==> config.mk <==
export PLATFORM = sky130hd
export DESIGN_NAME = wpcb_mul
export DESIGN_NICKNAME = d
export VERILOG_FILES = /design/src/design/wpcb_pkg.sv /design/src/design/wpcb_mul.sv
export SDC_FILE = /design/constraint.sdc
export NUM_CORES = 1
export LEC_CHECK = 0
export BUFFER_PORTS_ARGS = -buffer_cell sky130_fd_sc_hd__buf_2
export CAP_MARGIN = 10
export CORE_MARGIN = 2
export CORE_UTILIZATION = 45
export DETAILED_ROUTE_END_ITERATION = 8
export PLACE_DENSITY = 0.7
export SLEW_MARGIN = 5
export SYNTH_ARGS = -nofsm -noshare
export SYNTH_HDL_FRONTEND = slang
export SYNTH_SLANG_ARGS = --single-unit
==> constraint.sdc <==
create_clock -name i_clk -period 6.1 [get_ports i_clk]
set_clock_uncertainty 0.1 [all_clocks]
set_input_delay 0.305 -clock i_clk [delete_from_list [all_inputs] [get_ports i_clk]]
set_output_delay 0.305 -clock i_clk [all_outputs]
set_load 0.05 [all_outputs]
==> src/design/wpcb_pkg.sv <==
// ---------------------------------------------------------------------------
// wpcb_pkg
// Types and constants shared by the weighted point color binner.
// ---------------------------------------------------------------------------
package wpcb_pkg;

    localparam logic [2:0] CMD_CLEAR     = 3'd0;
    localparam logic [2:0] CMD_SET_COLOR = 3'd1;
    localparam logic [2:0] CMD_POINT     = 3'd2;
    localparam logic [2:0] CMD_READ      = 3'd3;
    localparam logic [2:0] CMD_MEDIAN    = 3'd4;

    localparam logic [2:0] CFG_ORIGIN_X  = 3'd0;
    localparam logic [2:0] CFG_ORIGIN_Y  = 3'd1;
    localparam logic [2:0] CFG_INV_SCALE = 3'd2;
    localparam logic [2:0] CFG_TILE_LEFT = 3'd3;
    localparam logic [2:0] CFG_TILE_TOP  = 3'd4;
    localparam logic [2:0] CFG_TILE_W    = 3'd5;
    localparam logic [2:0] CFG_TILE_H    = 3'd6;

    localparam int MUL_A_W = 17;
    localparam int MUL_B_W = 32;
    localparam int MUL_P_W = MUL_A_W + MUL_B_W;
    localparam int SUM_W   = 40;
    localparam int WGT_W   = 32;

    typedef struct packed {
        logic [2:0]         cmd;
        logic signed [31:0] coord_x;
        logic signed [31:0] coord_y;
        logic [7:0]         feature_id;
        logic [15:0]        count;
        logic [7:0]         color_red;
        logic [7:0]         color_green;
        logic [7:0]         color_blue;
        logic               color_valid;
        logic [11:0]        pixel_index;
    } t_item;

    typedef struct packed {
        logic               status;
        logic [SUM_W-1:0]   red_sum;
        logic [SUM_W-1:0]   green_sum;
        logic [SUM_W-1:0]   blue_sum;
        logic [WGT_W-1:0]   weight_sum;
        logic [32:0]        median_twice;
        logic [12:0]        nonzero_pixels;
    } t_result;

    typedef struct packed {
        logic [SUM_W-1:0] red;
        logic [SUM_W-1:0] green;
        logic [SUM_W-1:0] blue;
        logic [WGT_W-1:0] weight;
    } t_pix;

    typedef enum logic [4:0] {
        ST_INIT,
        ST_IDLE,
        ST_CLEAR,
        ST_PT_D,
        ST_PT_M0,
        ST_PT_M1,
        ST_PT_M2,
        ST_PT_PY,
        ST_PT_CHK,
        ST_PT_ADDR,
        ST_PT_R,
        ST_PT_G,
        ST_PT_B,
        ST_PT_WR,
        ST_RD_A,
        ST_RD_W,
        ST_MD_CNT,
        ST_MD_SETUP,
        ST_MD_SEL,
        ST_MD_DEC
    } t_state;

endpackage

==> src/design/wpcb_mul.sv <==
// ---------------------------------------------------------------------------
// wpcb_mul
// Shared 17 x 32 unsigned multiplier with a registered product.
// ---------------------------------------------------------------------------
module wpcb_mul (
    input  logic                         i_clk,
    input  logic [wpcb_pkg::MUL_A_W-1:0] i_a,
    input  logic [wpcb_pkg::MUL_B_W-1:0] i_b,
    output logic [wpcb_pkg::MUL_P_W-1:0] o_p
);
    import wpcb_pkg::*;

    logic [MUL_P_W-1:0] r_p;

    always_ff @(posedge i_clk) begin
        r_p <= MUL_P_W'(i_a) * MUL_P_W'(i_b);
    end

    assign o_p = r_p;

endmodule

==> metrics.txt <==
drt total wl around 48,000 µm; CTS tree built; worst hold path class input pin to flop; DRC violations left 0; largest net degree at the start of global routing 22; Clock Sinks just under 50; family with the most delay on the worst path adder cells; Least-Margin Pin Slew ~0.48 ns; Post-synth EDFFs 0; Ports about 100; CP cell instances buf_2 > nand2_1 > fa_1 > fa_1 > fa_1 > inv_1 > fa_1 > fa_1 > inv_1 > fa_1 > inv_1 > ha_1 > and3_4 > o211ai_1 > a31o_2 > a211o_1 > a31o_4 > a31oi_4 > a21oi_2 > a221o_1; setup TNS 0 ns; fmax 0.169 GHz; Yosys top cell area share ~49%; most common cell after layout, fill and taps aside inv_1; GRT overflow 0; die area 0.0422 mm²; drt wl/cell 17.1 µm; crit path DAT 6.04 ns; Synth area leader fa_1; fin crit share a little over nine tenths; WP data required ~6.2 ns; Setup-failing EPs final 0; Port Buffers 98; endpoint type of the worst setup path flop; fraction of final layout cells sized beyond drive strength 1 between 10% and 20%; Starting DRT DRC Count 916; syn nets 2,683; post-route ant nets 0; routability congestion estimate between 0.8 and 0.9; most used cell, CP fa_1; Synth area leaders fa_1, inv_1, ha_1; Max stage delay on crit path 0.54 ns; MaxCap Viol Count 0; DR pass1 iterations 5; Ys Warns 0; Die W between 200 and 250 µm; max_slew headroom roughly two thirds; Global Route Usage Sum 24.2%; syn avg cell area 8.86 µm²; max FFs per register 49; vias per inst between 5 and 6; via count 14,325; critical path type input pin to flop; Worst setup SP type input pin; FF+latch count, synth 49; root buf cell clkbuf_16; vias in the first global route 15,509; status complete, no violations; cell count after synthesis roughly 2,100; CP bufs+invs 4; Core Area roughly 0.040 mm²; Crit-path slowest cell fa_1; total CTS buffers 5; asr flop ratio synth 0%; Post-CTS Setup Bufs 0; Fin. Hold Viols 0; row count 73; Min Clock Period, post-route 5.92 ns; Die H 205 µm; post-synthesis sequential area ratio around 5.4%; final net count between 2,000 and 3,000; Most used DFF post-synth dfxtp_1; first-pass GRT wire length 79,100 µm; synthesized area 0.0183 mm²; Clk pin slew, worst setup/hold paths 0.08 ns; area delta synth->final 17.1%; CP max FO 9; Slew Viols, Final 0; Clock Tree Buf Depth 2; post-DP HPWL 42,200 µm; Cell variety after synth 59; H-tree depth 2; commonest cells after routing, fill and taps aside inv_1, fa_1, nand2_1, buf_4, and2_1; initial antenna violation count 7; Initial Util 45.7%
[cell families after synthesis]
logic type      after synthesis  share of synthesized area (%)
compound gates              143                           5.52
fa+ha+maj                   572                           57.7
xor+xnor                     42                           2.02
simple gates                643                           16.8
flops                        49                           5.37
buf+inv                     611                           12.6
mux                           1                         0.0548
[Yosys cell counts, drive strengths merged (2+ instances only)]
master	n
a21oi	51
a31o	3
a21o	19
dfxtp	49
a211o	5
nor2b	4
nand4	4
o21ai	15
nand2	360
nand2b	4
o211ai	8
xor2	12
o31ai	4
inv	519
fa	449
a31oi	7
clkbuf	92
nand3	10
a2111oi	2
nor2	21
o31a	3
a211oi	5
or3	3
o21bai	4
nor3	10
o21a	2
xnor2	30
a221o	3
a311oi	2
and2	218
a21boi	2
and3	4
ha	123
[metrics by stage]
step	hold slack, ns	utilization, %	cell area [µm²]	std cells	setup WS, ns
after floorplan	0.327	-	18300	2061	0.0551
after global placement	0.675	52.3	20900	2817	-0.402
after detailed placement	0.674	52.3	20900	2817	-0.456
after CTS	0.334	52.8	21100	2825	0.0107
after global routing	0.359	53.5	21400	2827	-0.0236
final	0.352	53.5	21400	2828	0.182
[area by class of cell]
cell class / count / area, µm²
Fill cell: 3546 / 18500
Multi-Input combinational cell: 1401 / 15200
Timing Repair Buffer: 324 / 2430
Inverter: 519 / 1950
Sequential cell: 49 / 981
Tap cell: 525 / 657
Clock buffer: 5 / 125
Clock inverter: 3 / 28.8
Antenna cell: 2 / 5.00
[what timing repair did]
action / 4_1_cts / 5_1_grt
hold buffers: 0 / 0
endpoints found under the setup margin: 5 / 15
endpoints found under the hold margin: 0 / 0
pin swaps: 1 / 17
resized for setup: 7 / 83
cloned: 0 / 1
[final timing paths]
path | startpoint | to | slack, ns | depth (start not counted)
setup / recovery | i_b[10] | o_p[44] | 0.18 | 20
hold / removal | i_a[0] | o_p[0] | 0.35 | 2
[routing by layer]
layer	global-route usage [%]	up-vias	share of wire (%)
met3	4.28	109	6.5
li1	-	6443	-
met4	8.76	10	3.4
met5	0	-	0.13
met2	40.9	429	50
met1	31.3	7334	40
Power is not shown: default switching activity piles up to over one toggle a cycle in this logic, so the estimate is an artifact.
